### src/rtl/krtp_pkg.sv
package krtp_pkg;

	localparam int unsigned CH_W          = 8;
	localparam int unsigned ID_W          = 32;
	localparam int unsigned KEY_HALF_W    = 64;
	localparam int unsigned KEY_BYTES     = 16;
	localparam int unsigned MAX_ID_DIGITS = 10;

	localparam logic [7:0] CH_COLON   = 8'h3A;
	localparam logic [7:0] CH_DASH    = 8'h2D;
	localparam logic [7:0] CH_NEWLINE = 8'h0A;
	localparam logic [7:0] CH_ZERO    = 8'h30;
	localparam logic [7:0] CH_NINE    = 8'h39;
	localparam logic [7:0] CH_UP_A    = 8'h41;
	localparam logic [7:0] CH_UP_F    = 8'h46;
	localparam logic [7:0] CH_LO_A    = 8'h61;
	localparam logic [7:0] CH_LO_F    = 8'h66;

	localparam logic KIND_RECORD = 1'b0;
	localparam logic KIND_STATUS = 1'b1;

	typedef enum logic [6:0] {
		PH_ID_FIRST = 7'b0000001,
		PH_ID       = 7'b0000010,
		PH_HEX_HI   = 7'b0000100,
		PH_HEX_LO   = 7'b0001000,
		PH_DASH     = 7'b0010000,
		PH_AFTER    = 7'b0100000,
		PH_DONE     = 7'b1000000
	} phase_t;

	typedef struct packed {
		logic                  kind;
		logic [ID_W-1:0]       partner_id;
		logic [KEY_HALF_W-1:0] key_high;
		logic [KEY_HALF_W-1:0] key_low;
		logic                  file_ok;
	} result_t;

	function automatic logic is_dec(input logic [7:0] c);
		return (c >= CH_ZERO) && (c <= CH_NINE);
	endfunction

	// bit 4 set: not a hex digit
	function automatic logic [4:0] hex_val(input logic [7:0] c);
		logic [7:0] d;
		d = 8'h10;
		if ((c >= CH_ZERO) && (c <= CH_NINE)) begin
			d = c - CH_ZERO;
		end else if ((c >= CH_UP_A) && (c <= CH_UP_F)) begin
			d = c - CH_UP_A + 8'd10;
		end else if ((c >= CH_LO_A) && (c <= CH_LO_F)) begin
			d = c - CH_LO_A + 8'd10;
		end
		return d[4:0];
	endfunction

endpackage

### src/rtl/krtp_char_if.sv
interface krtp_char_if;
	logic                           valid;
	logic                           ready;
	logic [krtp_pkg::CH_W-1:0]      ch;
	logic                           end_of_file;

	modport source (output valid, output ch, output end_of_file, input ready);
	modport sink   (input valid, input ch, input end_of_file, output ready);
endinterface

### src/rtl/krtp_rec_if.sv
interface krtp_rec_if;
	logic                             valid;
	logic                             ready;
	logic                             kind;
	logic [krtp_pkg::ID_W-1:0]        partner_id;
	logic [krtp_pkg::KEY_HALF_W-1:0]  key_high;
	logic [krtp_pkg::KEY_HALF_W-1:0]  key_low;
	logic                             file_ok;

	modport source (output valid, output kind, output partner_id, output key_high,
		output key_low, output file_ok, input ready);
	modport sink   (input valid, input kind, input partner_id, input key_high,
		input key_low, input file_ok, output ready);
endinterface

### src/rtl/key_record_text_parser.sv
// Key record text parser: one character or end-of-file mark per word.
// A result word is registered in the output register, or in the skid entry while that register waits.
// Throughput: one input word per cycle; the two-entry output (register plus skid)
// lets input flow while one result waits, and input stalls only when both are full.
// Reset (arst_n low, asynchronous): parser back to expecting the first id digit,
// error cleared, output register and skid empty.
module key_record_text_parser (
	input  logic        clk,
	input  logic        arst_n,
	krtp_char_if.sink   chars,
	krtp_rec_if.source  records
);
	import krtp_pkg::*;

	localparam int unsigned KEY_W = 2 * KEY_HALF_W;

	// parser state
	phase_t           phase_q;
	logic [3:0]       digit_cnt_q;
	logic [ID_W-1:0]  id_q;
	logic [KEY_W-1:0] key_q;
	logic [3:0]       byte_idx_q;
	logic [3:0]       hi_nib_q;
	logic             err_q;

	phase_t           phase_nxt;
	logic [3:0]       digit_cnt_nxt;
	logic [ID_W-1:0]  id_nxt;
	logic [KEY_W-1:0] key_nxt;
	logic [KEY_W-1:0] key_shifted;
	logic [3:0]       byte_idx_nxt;
	logic [3:0]       hi_nib_nxt;
	logic             err_nxt;

	logic [4:0]       hv;
	logic [ID_W-1:0]  dec_digit;
	logic [ID_W-1:0]  id_times_ten;

	result_t          res;
	logic             res_valid;

	// output register and skid entry
	result_t          out_q;
	logic             out_vld_q;
	result_t          skid_q;
	logic             skid_vld_q;

	logic             acc;
	logic             push;
	logic             pop;

	// Accept while the skid entry is free: a result can always land somewhere.
	assign chars.ready = !skid_vld_q;
	assign acc         = chars.valid && chars.ready;
	assign push        = acc && res_valid;
	assign pop         = out_vld_q && records.ready;

	assign hv           = hex_val(chars.ch);
	assign dec_digit    = {{(ID_W-CH_W){1'b0}}, chars.ch - CH_ZERO};
	// times ten as two shifts and an add; wraps modulo 2^32
	assign id_times_ten = {id_q[ID_W-4:0], 3'b000} + {id_q[ID_W-2:0], 1'b0};
	// next key byte enters at the bottom, byte 0 ends up in the top bits
	assign key_shifted  = {key_q[KEY_W-9:0], hi_nib_q, hv[3:0]};

	// One parse step per accepted word.
	always_comb begin
		phase_nxt     = phase_q;
		digit_cnt_nxt = digit_cnt_q;
		id_nxt        = id_q;
		key_nxt       = key_q;
		byte_idx_nxt  = byte_idx_q;
		hi_nib_nxt    = hi_nib_q;
		err_nxt       = err_q;
		res_valid     = 1'b0;
		res           = '0;

		if (chars.end_of_file) begin
			// status word, then back to the start state
			res_valid     = 1'b1;
			res.kind      = KIND_STATUS;
			res.file_ok   = !err_q && ((phase_q == PH_ID_FIRST) ||
				(phase_q == PH_AFTER) || (phase_q == PH_DONE));
			phase_nxt     = PH_ID_FIRST;
			digit_cnt_nxt = '0;
			id_nxt        = '0;
			key_nxt       = '0;
			byte_idx_nxt  = '0;
			hi_nib_nxt    = '0;
			err_nxt       = 1'b0;
		end else if (!err_q) begin
			unique case (phase_q)
				PH_ID_FIRST: begin
					if (is_dec(chars.ch)) begin
						id_nxt        = dec_digit;
						digit_cnt_nxt = 4'd1;
						phase_nxt     = PH_ID;
					end else begin
						err_nxt = 1'b1;
					end
				end
				PH_ID: begin
					if (chars.ch == CH_COLON) begin
						byte_idx_nxt = '0;
						key_nxt      = '0;
						phase_nxt    = PH_HEX_HI;
					end else if (is_dec(chars.ch) &&
						(digit_cnt_q < 4'(MAX_ID_DIGITS))) begin
						id_nxt        = id_times_ten + dec_digit;
						digit_cnt_nxt = digit_cnt_q + 4'd1;
					end else begin
						// too many digits or stray character
						err_nxt = 1'b1;
					end
				end
				PH_HEX_HI: begin
					if (!hv[4]) begin
						hi_nib_nxt = hv[3:0];
						phase_nxt  = PH_HEX_LO;
					end else begin
						err_nxt = 1'b1;
					end
				end
				PH_HEX_LO: begin
					if (hv[4]) begin
						err_nxt = 1'b1;
					end else begin
						key_nxt = key_shifted;
						if (byte_idx_q == 4'(KEY_BYTES - 1)) begin
							// last hex digit completes the record
							phase_nxt      = PH_AFTER;
							res_valid      = 1'b1;
							res.kind       = KIND_RECORD;
							res.partner_id = id_q;
							res.key_high   = key_shifted[KEY_W-1:KEY_HALF_W];
							res.key_low    = key_shifted[KEY_HALF_W-1:0];
							res.file_ok    = 1'b0;
						end else begin
							byte_idx_nxt = byte_idx_q + 4'd1;
							phase_nxt    = PH_DASH;
						end
					end
				end
				PH_DASH: begin
					if (chars.ch == CH_DASH) begin
						phase_nxt = PH_HEX_HI;
					end else begin
						err_nxt = 1'b1;
					end
				end
				PH_AFTER: begin
					// anything but newline ends the file cleanly
					phase_nxt = (chars.ch == CH_NEWLINE) ? PH_ID_FIRST : PH_DONE;
				end
				default: begin
					// done: ignore the rest
				end
			endcase
		end
	end

	always_ff @(posedge clk or negedge arst_n) begin
		if (!arst_n) begin
			phase_q     <= PH_ID_FIRST;
			digit_cnt_q <= '0;
			id_q        <= '0;
			key_q       <= '0;
			byte_idx_q  <= '0;
			hi_nib_q    <= '0;
			err_q       <= 1'b0;
		end else if (acc) begin
			phase_q     <= phase_nxt;
			digit_cnt_q <= digit_cnt_nxt;
			id_q        <= id_nxt;
			key_q       <= key_nxt;
			byte_idx_q  <= byte_idx_nxt;
			hi_nib_q    <= hi_nib_nxt;
			err_q       <= err_nxt;
		end
	end

	// Output register with one skid entry. The skid only fills when a result
	// arrives while the output register holds a word that is not taken.
	always_ff @(posedge clk or negedge arst_n) begin
		if (!arst_n) begin
			out_vld_q  <= 1'b0;
			skid_vld_q <= 1'b0;
		end else if (pop) begin
			if (skid_vld_q) begin
				skid_vld_q <= 1'b0;
			end else begin
				out_vld_q <= push;
			end
		end else if (push) begin
			if (out_vld_q) begin
				skid_vld_q <= 1'b1;
			end else begin
				out_vld_q <= 1'b1;
			end
		end
	end

	always_ff @(posedge clk) begin
		if (pop) begin
			if (skid_vld_q) begin
				out_q <= skid_q;
			end else if (push) begin
				out_q <= res;
			end
		end else if (push) begin
			if (out_vld_q) begin
				skid_q <= res;
			end else begin
				out_q <= res;
			end
		end
	end

	assign records.valid      = out_vld_q;
	assign records.kind       = out_q.kind;
	assign records.partner_id = out_q.partner_id;
	assign records.key_high   = out_q.key_high;
	assign records.key_low    = out_q.key_low;
	assign records.file_ok    = out_q.file_ok;

	// skid never holds a word ahead of an empty output register
	a_skid_behind_out: assert property (@(posedge clk) disable iff (!arst_n)
		skid_vld_q |-> out_vld_q)
		else $error("skid entry valid with empty output register");

	// a record word only comes from the low-nibble phase
	a_record_from_hex_lo: assert property (@(posedge clk) disable iff (!arst_n)
		(push && !chars.end_of_file) |-> (phase_q == PH_HEX_LO))
		else $error("record result outside low-nibble phase");

	// end of file restores the start state
	a_eof_restart: assert property (@(posedge clk) disable iff (!arst_n)
		(acc && chars.end_of_file) |=> ((phase_q == PH_ID_FIRST) && !err_q))
		else $error("end of file did not restart parser");

	// a latched error stays until end of file
	a_err_sticky: assert property (@(posedge clk) disable iff (!arst_n)
		(err_q && !(acc && chars.end_of_file)) |=> err_q)
		else $error("error flag dropped before end of file");

endmodule
### src/flat_wrapper.sv
// flat-port wrapper written by rule: the top's interface ports become plain ports
module key_record_text_parser_flat import krtp_pkg::*;
  (clk, arst_n, chars_valid, chars_ch, chars_end_of_file, chars_ready, records_valid, records_kind, records_partner_id, records_key_high, records_key_low, records_file_ok, records_ready);
  krtp_char_if chars_i ();
  krtp_rec_if records_i ();
  input  logic clk;
  input  logic arst_n;
  input wire logic [$bits(chars_i.valid)-1:0] chars_valid;
  input wire logic [$bits(chars_i.ch)-1:0] chars_ch;
  input wire logic [$bits(chars_i.end_of_file)-1:0] chars_end_of_file;
  output wire logic [$bits(chars_i.ready)-1:0] chars_ready;
  output wire logic [$bits(records_i.valid)-1:0] records_valid;
  output wire logic [$bits(records_i.kind)-1:0] records_kind;
  output wire logic [$bits(records_i.partner_id)-1:0] records_partner_id;
  output wire logic [$bits(records_i.key_high)-1:0] records_key_high;
  output wire logic [$bits(records_i.key_low)-1:0] records_key_low;
  output wire logic [$bits(records_i.file_ok)-1:0] records_file_ok;
  input wire logic [$bits(records_i.ready)-1:0] records_ready;
  assign chars_i.valid = chars_valid;
  assign chars_i.ch = chars_ch;
  assign chars_i.end_of_file = chars_end_of_file;
  assign chars_ready = chars_i.ready;
  assign records_valid = records_i.valid;
  assign records_kind = records_i.kind;
  assign records_partner_id = records_i.partner_id;
  assign records_key_high = records_i.key_high;
  assign records_key_low = records_i.key_low;
  assign records_file_ok = records_i.file_ok;
  assign records_i.ready = records_ready;
  key_record_text_parser u_core (.clk(clk), .arst_n(arst_n), .chars(chars_i), .records(records_i));
endmodule
### config.mk
export PLATFORM = sky130hd
export DESIGN_NAME = key_record_text_parser_flat
export DESIGN_NICKNAME = d
export VERILOG_FILES = /design/src/rtl/krtp_pkg.sv /design/src/rtl/krtp_char_if.sv /design/src/rtl/krtp_rec_if.sv /design/src/rtl/key_record_text_parser.sv /design/src/flat_wrapper.sv
export SDC_FILE = /design/constraint.sdc
export NUM_CORES = 1
export LEC_CHECK = 0
export CAP_MARGIN = 10
export CELL_PAD_IN_SITES_DETAIL_PLACEMENT = 1
export CELL_PAD_IN_SITES_GLOBAL_PLACEMENT = 1
export CORE_MARGIN = 3
export CORE_UTILIZATION = 43
export DETAILED_ROUTE_END_ITERATION = 16
export DONT_BUFFER_PORTS = 1
export PLACE_DENSITY_LB_ADDON = 0.08
export RECOVER_POWER = 25
export SLEW_MARGIN = 20
export SYNTH_ARGS = -nofsm -noshare
export SYNTH_HDL_FRONTEND = slang
export SYNTH_SLANG_ARGS = --single-unit
### constraint.sdc
create_clock -name clk -period 16.35 [get_ports clk]
set_input_delay 0 -clock clk [delete_from_list [all_inputs] [get_ports clk]]
set_output_delay 0 -clock clk [all_outputs]
set_load 0.1 [all_outputs]
Word level (Yosys, flattened, before mapping) --
Index checks and enable logic that the tools add are counted.
Word-level totals: bits in registers 498, bits of input ports 13, output and inout bits 164, word-level logic and storage cells 159
Cells by class: add/sub/neg operators 9, $lt $le $gt $ge 7, equal/unequal tests 23, muxes and demuxes 71, bitwise gates (word level) 1, reductions and logical operators 29
Operators by type and width (count):
- $mux W162 | 8
- $mux W120 | 4
- $pmux W120 S2 | 1
- $mux W161 | 1
- $mux W160 | 1
- $mux W32 | 5
- $pmux W32 S2 | 1
- $mux W4 | 14
- $mux W7 | 8
- $pmux W7 S6 | 1
- $add A32 B32 Y32 | 1
- $add A32 B8 Y32 | 1
- $mux W1 | 20
- $eq A8 B6 Y1 const B | 2
- $ge A8 B7 Y1 const B | 2
- $le A8 B7 Y1 const B | 2
- $pmux W4 S2 | 2
- $mux W5 | 3
- $ne A3 B3 Y1 const B | 5
- $reduce_and A6 Y1 | 2
- $add A5 B4 Y5 const B | 2
- $sub A5 B1 Y5 const B | 2
- $ne A3 B2 Y1 const B | 3
- $add A4 B1 Y4 const B | 2
- 29 further kinds | 47

Logic depth before layout (Yosys ltp) --
Gate-level depths: netlist of run 1.
depth after elaboration 13, gate-level depth with buffers 15

Worst setup path before layout of run 1 --
Ideal clock, no wire load.
path kind input-to-reg, from input chars_ch[1], to register u_core.skid_q[0] in the netlist's numbering, enable pin, setup time 918 ps, data arrival time 13770 ps, data required time 15432 ps, slack 1662 ps, cell stages on the path 12, path buffers 1, path through clkbuf_1 -> inv_1 -> ha_1 -> or3b_1 -> a22o_1 -> a222oi_1 -> nor4b_1 -> a221oi_2 -> or2_4 -> nor3_1 -> o21ai_0 -> nor3b_1
Between the ends: longest elaborated chain between the ends 11
Ends and longest elaborated chain:
- start, declared | line flat_wrapper.sv:9 | input wire logic [$bits(chars_i.ch)-1:0] chars_ch;
- $sub A5 B1 Y5 (tied with other cells) | line krtp_pkg.sv:51, krtp_pkg.sv:53
- $add A5 B4 Y5 / $logic_and A1 B1 Y1 (equally long branches) | line krtp_pkg.sv:51, krtp_pkg.sv:53, krtp_pkg.sv:52
- $mux W5 | line krtp_pkg.sv:52 | end else if ((c >= CH_LO_A) && (c <= CH_LO_F)) begin
- $mux W5 | line krtp_pkg.sv:50 | end else if ((c >= CH_UP_A) && (c <= CH_UP_F)) begin
- $mux W5 (*) | line krtp_pkg.sv:48 | if ((c >= CH_ZERO) && (c <= CH_NINE)) begin
- $mux W1 (*) | line key_record_text_parser.sv:124 | if (hv[4]) begin
- $mux W1 (*) | line key_record_text_parser.sv:91 | unique case (phase_q)
- $mux W1 (*) | line key_record_text_parser.sv:90 | end else if (!err_q) begin
- $mux W1 (*) | line key_record_text_parser.sv:77 | if (chars.end_of_file) begin
- $logic_and A1 B1 Y1 (*) | line key_record_text_parser.sv:55 | assign push = acc && res_valid;
- $reduce_and A3 Y1 (no line) (*)
- end signal, assigned | line key_record_text_parser.sv:211 | skid_q <= res;
- end, declared | line key_record_text_parser.sv:45 | result_t skid_q;
Every way passes the cells marked *; elsewhere a longest branch is shown, timed or not. A chain may end at the register's enable or synchronous reset.

Worst setup path in the final report of run 1 --
from register u_core.phase_q[5], to register u_core.byte_idx_q[2]
Between the ends: longest elaborated chain between the ends 4
Ends and longest elaborated chain:
- start, declared | line key_record_text_parser.sv:18 | phase_t phase_q;
- start signal, assigned | line key_record_text_parser.sv:171 | phase_q <= phase_nxt;
- $eq A7 B4 Y1 / $eq A7 B2 Y1 (equally long branches) | line key_record_text_parser.sv:91
- $pmux W4 S2 | line key_record_text_parser.sv:91
- $mux W4 | line key_record_text_parser.sv:90
- $mux W4 | line key_record_text_parser.sv:77
- end signal, assigned | line key_record_text_parser.sv:175 | byte_idx_q <= byte_idx_nxt;
- end, declared | line key_record_text_parser.sv:22 | logic [3:0] byte_idx_q;
Several ways; a longest one is shown, not always the timed one. The select of a mux whose other input is x is not followed.

==> metrics.txt, run 1 <==
Post-synth EDFFs=324; Max Freq=222.1 MHz; MaxCap Viol Count=1; Die H=234.5 um; share of the synthesized area in the top cell type=0.4333; Final Non-Filler Cells=2,485; CP Data Required Time=16.84 ns; startpoint class of the critical path=flop; diodes inserted=0; largest net degree at the start of global routing=175; Crit. End Element=flop; Inserted Clock Buffers=54; Synth area leaders=edfxtp_1 (43%), dfrtp_1 (19%), mux2_2 (7.8%); Core Area=0.05151 sq mm; final core occ=0.4831; CP max stage cell=buf_4; Critical Path, Cell by Cell=nor4_1 > and3_1 > a21oi_1 > o21ai_0 > a21o_1 > o31a_2 > buf_4 > inv_1 > a311oi_1; Final setup violation count=0; worst-skew pair later-pin latency=0.60 ns; clock-pin slew of the registers on the worst-case setup and hold paths=0.06 ns; Cell Pwr Density=163.1 mW/mm^2; setup TNS=0 ns; DR WL/cell=21.13 um; Setup WS pre-CTS=11.67 ns; Primary FF master, synth=edfxtp_1; row count=83; hold path start=chars_ch[6]; max incr delay on CP=0.82 ns; Synth Area per Inst=12.71 sq um; die width=234.5 um; Synth Register Bits=498; post-route cell area=0.02489 sq mm; CP arrival=4.99 ns; CTS H-tree lvls=2; global-route wire length before repair=83.68 mm; count of different cell masters after synthesis=67; gpl congestion=0.8420; Worst Hold Endpoint=u_core.id_q[7]; DR vias/cell=5.344; Synth async-reset ratio=0.3494; number of global-route vias before repair=14.17k; post-synthesis sequential area ratio=0.6273; Placed Cells=2,367; Bufs and invs on worst path=2; grt ovf=0; Synth area leader=edfxtp_1; Starting Density=0.4359; filler cell count=5,266; DRT Wirelength=52.52 mm; final worst-path cycle share=0.2754; clock buffer depth=3; number of iterations in the first detailed-routing pass=5; Synthesis Warnings=0; post-CTS setup buffers=0; CP Max Fanout=108; Worst Hold Slack=0.04085 ns; RSZ-0062 raised after global routing=no; clk sinks=498; Lkg Pwr=9.677 nW; Layout area overhead=10.83%; clk root buf=clkbuf_16; port buffer count=0; hold-critical path depth=5; Final Net Count=1,843; r2r worst-path depth=9; vias post-DR=13.28k; Least-Margin Pin Slew=1.618 ns; share of cells above drive strength 1=0.2028; violated checks=max-capacitance violations, max-slew violations; skew final=0.02000 ns; IO Pins=177; multi-input logic area=0.007828 sq mm; mapped cell area=0.02245 sq mm; number of gates resized after CTS=0; total power=4.058 mW; initial antenna violation count=0; Tot GR Track Use=0.1934; DRT iter0 DRCs=646; TritonCTS clock tree=done; final hold violation count=0; Tmin final=4.503 ns; final setup margin=11.85 ns; relative max-transition margin=-0.07893; Residual DRC=0; hpwl dp=32.77 mm; Setup Crit Path Kind=flop to flop; crit-path leading delay family=compound AO/OA/AOI/OAI gates; worst vdd ir=101.5 uV; Syn Nets=1,850; Post-DRT Antenna Nets=0; R2R setup slack=11.85 ns; die area=0.05500 sq mm; register area=0.01408 sq mm; Critical R2R Capture=u_core.byte_idx_q[2]; worst r2r src=u_core.phase_q[5]; fin. max-slew vios=31; DP Area=0.02301 sq mm; Post-Synthesis Cells=1,767; worst min path class=primary input to flop; status=complete, but fails checks
[worst max-delay path by stage]
stage	start	end	slack (ns)	cells past startpoint
after detailed placement	u_core.phase_q[5]	u_core.skid_q[158]	11.67	9
after floorplan	chars_ch[1]	u_core.skid_q[0]	1.66	12
after global routing	u_core.phase_q[5]	u_core.byte_idx_q[2]	11.40	10
final	u_core.phase_q[5]	u_core.byte_idx_q[2]	11.85	9
after global placement	chars_ch[0]	u_core.skid_q[143]	11.81	13
after CTS	u_core.phase_q[5]	u_core.skid_q[153]	11.64	9
[worst register-to-register path: cells and delay by family (launching register included)]
family	cells	cell delay (ns)
AO/OA/AOI/OAI	5	1.54
AND/OR/NAND/NOR	2	1.36
buffers and inverters	2	1.03
flip-flops	1	0.47
[power breakdown]
group          switching (mW)  internal [mW]
Sequential              0.786           1.54
Combinational           0.371          0.181
Clock                   0.511          0.667
[synthesized netlist by cell type (5+ instances only)]
cell type  instances
a21o_1            14
a21oi_1           39
a31oi_1            7
and2_1            51
and2_4           100
buf_2              9
buf_6             11
clkbuf_1          71
dfrtp_1          173
edfxtp_1         324
fa_1               6
ha_1              64
inv_1             35
mux2_2           155
mux2i_1            5
nand2_1          308
nand2b_1           7
nand3_1           20
nand4_1            5
nor2_1            41
nor2b_1            7
nor3_1            12
nor3b_1            6
o21a_1             5
o21ai_0          158
o31ai_1           33
xnor2_1           13
xor2_1            19
[flip-flops by register name, indices dropped and copies added (netlist names), 7 cells and up]
name	count
u_core.id_q	32
u_core.records.key_low	64
u_core.records.key_high	64
u_core.records.partner_id	32
u_core.key_q	120
u_core.skid_q	162
u_core.phase_q	7
[metal layers]
metal / global-route usage / vias up / wire length [um]
met5: 0 / - / 0
met2: 0.3207 / 181 / 25380
met1: 0.2679 / 6725 / 24490
met4: 0.04753 / 0 / 1018
met3: 0.03025 / 69 / 1634
li1: - / 6305 / -
[layout by cell type (no fill, tap or decap), drive strengths merged, types with 3 or more instances in the layout]
cell type    instances
a41oi                3
nor4                 4
nor2                41
edfxtp             324
fa                   6
a21o                14
nand3b               3
a211oi               3
a221o                3
and2               151
o21ai              159
dlygate4sd3         15
inv                 37
nor3b                6
xnor2               13
a31oi                7
bufinv               3
o31ai               33
o211ai               4
nand2b               7
mux2               155
a22oi                4
clkinv              25
o21a                 5
xor2                19
nor4b                4
mux2i                5
buf                 15
nand3               20
nand2              308
nor3                13
a21oi               39
nor2b                7
ha                  64
nand4                5
clkbuf              70
dfrtp              173
o311ai               3
[area by class of cell]
class,count,area share
Inverter,35,0.005279
Tap cell,680,0.03419
Sequential cell,498,0.5660
Timing Repair Buffer,31,0.01217
Clock inverter,32,0.01051
Clock buffer,69,0.05737
Multi-Input combinational cell,1140,0.3145
[what timing repair did]
action / 4_1_cts / 5_1_grt
hold endpoints to repair: 278 / 0
hold buffers: 17 / 0
endpoints found under the setup margin: 0 / 0
[cells by family (layout without fill, tap and decap cells)]
| kind of cell | after synthesis | in the layout | synth area share |
|---|---|---|---|
| fa+ha+maj | 70 | 70 | 0.04101 |
| flops | 498 | 498 | 0.6273 |
| simple gates | 580 | 580 | 0.1339 |
| xor+xnor | 32 | 32 | 0.01248 |
| mux | 160 | 160 | 0.07996 |
| compound gates | 298 | 298 | 0.07963 |
| buf+inv | 129 | 167 | 0.02574 |
No activity file was read; power rests on OpenSTA's default activity.
==> run 2: changes to the inputs <==
clock period = 4.55 ns   (was 16.35 ns; I/O delays follow)
==> run 2 against run 1 <==
Net effect:
- the run ends with negative hold slack, max-capacitance violations, max-slew violations left
- clock skew fell by 0.0080 ns
- worst setup slack lost 11 ns
- count of clock-buffer cells in the layout grew 8
- utilization rose by 0.60 points
- power grew to 3.7 times the previous value
- die area stayed put
- highest routed layer unchanged
- largest cell class unchanged
- critical path depth is 4 higher
- wire length is 0.25% higher
==> metrics.txt, run 2 (synthesis results as in run 1) <==
DRT iter0 DRCs=579 (-10%); share of cells above drive strength 1=0.2092 (+0.006391); vias post-DR=13.41k (+0.96%); MaxCap Viol Count=2 (+1); grt ovf=0 (unchanged); commonest non-fill, non-tap cell in the layout=edfxtp_1; clk sinks=498 (unchanged); TritonCTS clock tree=done; clk root buf=clkbuf_16; Worst Hold Slack=-0.004251 ns (-0.04510 ns); final hold violation count=1 (+1); Lkg Pwr=9.816 nW (+1.4%); Bufs and invs on worst path=3 (+1); diodes inserted=0 (unchanged); status=complete, but fails checks; RSZ-0062 raised after global routing=no; initial antenna violation count=0 (unchanged); most frequent cells in the layout=edfxtp_1 (324), nand2_1 (308), dfrtp_1 (173); IO Pins=177 (unchanged); Residual DRC=0 (unchanged); Die H=234.5 um (unchanged); CP Max Fanout=117 (+8.3%); filler cell count=5,298 (+0.61%); max incr delay on CP=0.61 ns (-0.21 ns); Cell Pwr Density=595.7 mW/mm^2 (+270%); Tmin final=3.955 ns; Critical Path, Cell by Cell=dlygate4sd3_1 > inv_1 > ha_2 > or3b_1 > a22o_1 > a222oi_1 > nor2_1 > a221oi_2 > or2_4 > nor3_4 > o21ai_2 > a22oi_2 > buf_12; Max Freq=252.9 MHz; CP arrival=4.13 ns (-0.86 ns); largest net degree at the start of global routing=175 (unchanged); hpwl dp=32.25 mm (-1.6%); crit-path leading delay family=compound AO/OA/AOI/OAI gates; row count=83 (unchanged); number of gates resized after CTS=0 (unchanged); Post-DRT Antenna Nets=0 (unchanged); fin. max-slew vios=206 (+560%); DR vias/cell=5.380 (+0.68%); Core Area=0.05151 sq mm (unchanged); Top Registers=u_core.skid_q x162, u_core.key_q x120; DP Area=0.02314 sq mm (+0.57%); Final Non-Filler Cells=2,492 (+0.28%); CP max stage cell=a222oi_1; final worst-path cycle share=0.8691; post-route cell area=0.02519 sq mm (+1.2%); Inserted Clock Buffers=55 (+1.9%); clock buffer depth=3 (unchanged); number of iterations in the first detailed-routing pass=5 (unchanged); die width=234.5 um (unchanged); Setup WS pre-CTS=0.7078 ns (-10.96 ns); Layout area overhead=12.20%; relative max-transition margin=-0.8449 (-0.7660); skew final=0.01205 ns (-0.007951 ns); CP Data Required Time=4.72 ns (-12.12 ns); final setup margin=0.5954 ns (-11.25 ns); gpl congestion=0.8106 (-3.7%); Final setup violation count=0 (unchanged); die area=0.05500 sq mm (unchanged); DRT Wirelength=52.65 mm (+0.25%); Placed Cells=2,371 (+0.17%); hold buffer count at cts=18 (+1); violated checks=negative hold slack, max-capacitance violations, max-slew violations; port buffer count=0 (unchanged); Tot GR Track Use=0.1931 (-0.0003076); Crit. End Element=flop; Least-Margin Pin Slew=2.767 ns (+1.149 ns); Starting Density=0.4359 (unchanged); DR WL/cell=21.13 um (about the same); worst vdd ir=380.0 uV (+270%); number of flip-flops under the largest register name=162 (unchanged); clock-pin slew of the registers on the worst-case setup and hold paths=0.06 ns (about the same); Biggest register=u_core.skid_q; Setup Crit Path Kind=primary input to flop; worst min path class=primary input to flop; number of global-route vias before repair=14.39k (+1.6%); CTS H-tree lvls=2 (unchanged); post-CTS setup buffers=0 (unchanged); worst-skew pair later-pin latency=0.60 ns (about the same); Final Net Count=1,849 (+0.33%); startpoint class of the critical path=primary input; global-route wire length before repair=83.68 mm (unchanged)
==> run 2: per-layer routing <==
metal	share of wire	wire length, um	vias up	track usage
li1	-	-	6304	-
met1	0.47	24580	6844	0.2675
met2	0.48	25170	194	0.3170
met3	0.034	1805	66	0.03231
met4	0.021	1097	0	0.05114
met5	0	0	-	0
==> run 2: worst paths after layout <==
check / slack (ns) / cells after the start / from / end
setup / recovery: 0.60 / 13 / chars_ch[0] / u_core.records.partner_id[14]
hold / removal: -0.004 / 4 / chars_ch[2] / u_core.key_q[2]
setup reg to reg: 0.93 / 14 / u_core.id_q[1] / u_core.id_q[30]
hold reg to reg: 0.48 / 2 / u_core.id_q[3] / u_core.id_q[3]
max in group asynchronous: 1.96 / 2 / arst_n / u_core.id_q[9]
min in group asynchronous: 0.60 / 2 / arst_n / u_core.id_q[31]
==> run 2: through the flow <==
step | util | power, mW | hold WS, ns | setup TNS [ns]
floorplan | - | 9.872 | -0.2956 | -645.14
global placement | 0.4493 | 10.42 | -0.2852 | 0
detailed placement | 0.4493 | 10.47 | -0.2842 | 0
CTS | 0.4898 | 15.22 | 0.004819 | 0
global route | 0.4891 | 15.65 | 0.06220 | 0
finish | 0.4891 | 15.01 | -0.004251 | 0
==> run 2: power breakdown <==
part           switching (mW)  internal, mW
combinational            1.33         0.683
sequential               2.85          5.54
clock                    1.84          2.77
total                    6.02          8.99
==> run 2: layout make-up <==
cell class | instances | area [sq um] | area share
sequential | 498 | 14080 | 0.5591
tap | 680 | 850.8 | 0.03377
timing repair buffer | 36 | 381.6 | 0.01515
clock inverter | 26 | 340.3 | 0.01351
clock buffer | 77 | 1539 | 0.06109
multi-input combinational | 1140 | 7865 | 0.3122
inverter | 35 | 131.4 | 0.005215
==> run 2: worst register-to-register path, cell delays in order (launching register included) <==
cell and delay [ns]:
dfrtp_1 0.37, inv_1 0.12, fa_1 0.51, inv_1 0.04, ha_1 0.33, nor2b_1 0.18, o31ai_1 0.40, a21oi_1 0.14
o21ai_0 0.35, a2bb2oi_1 0.21, buf_4 0.16, o311ai_0 0.14, a31oi_1 0.27, xor2_1 0.17, o21ai_0 0.09
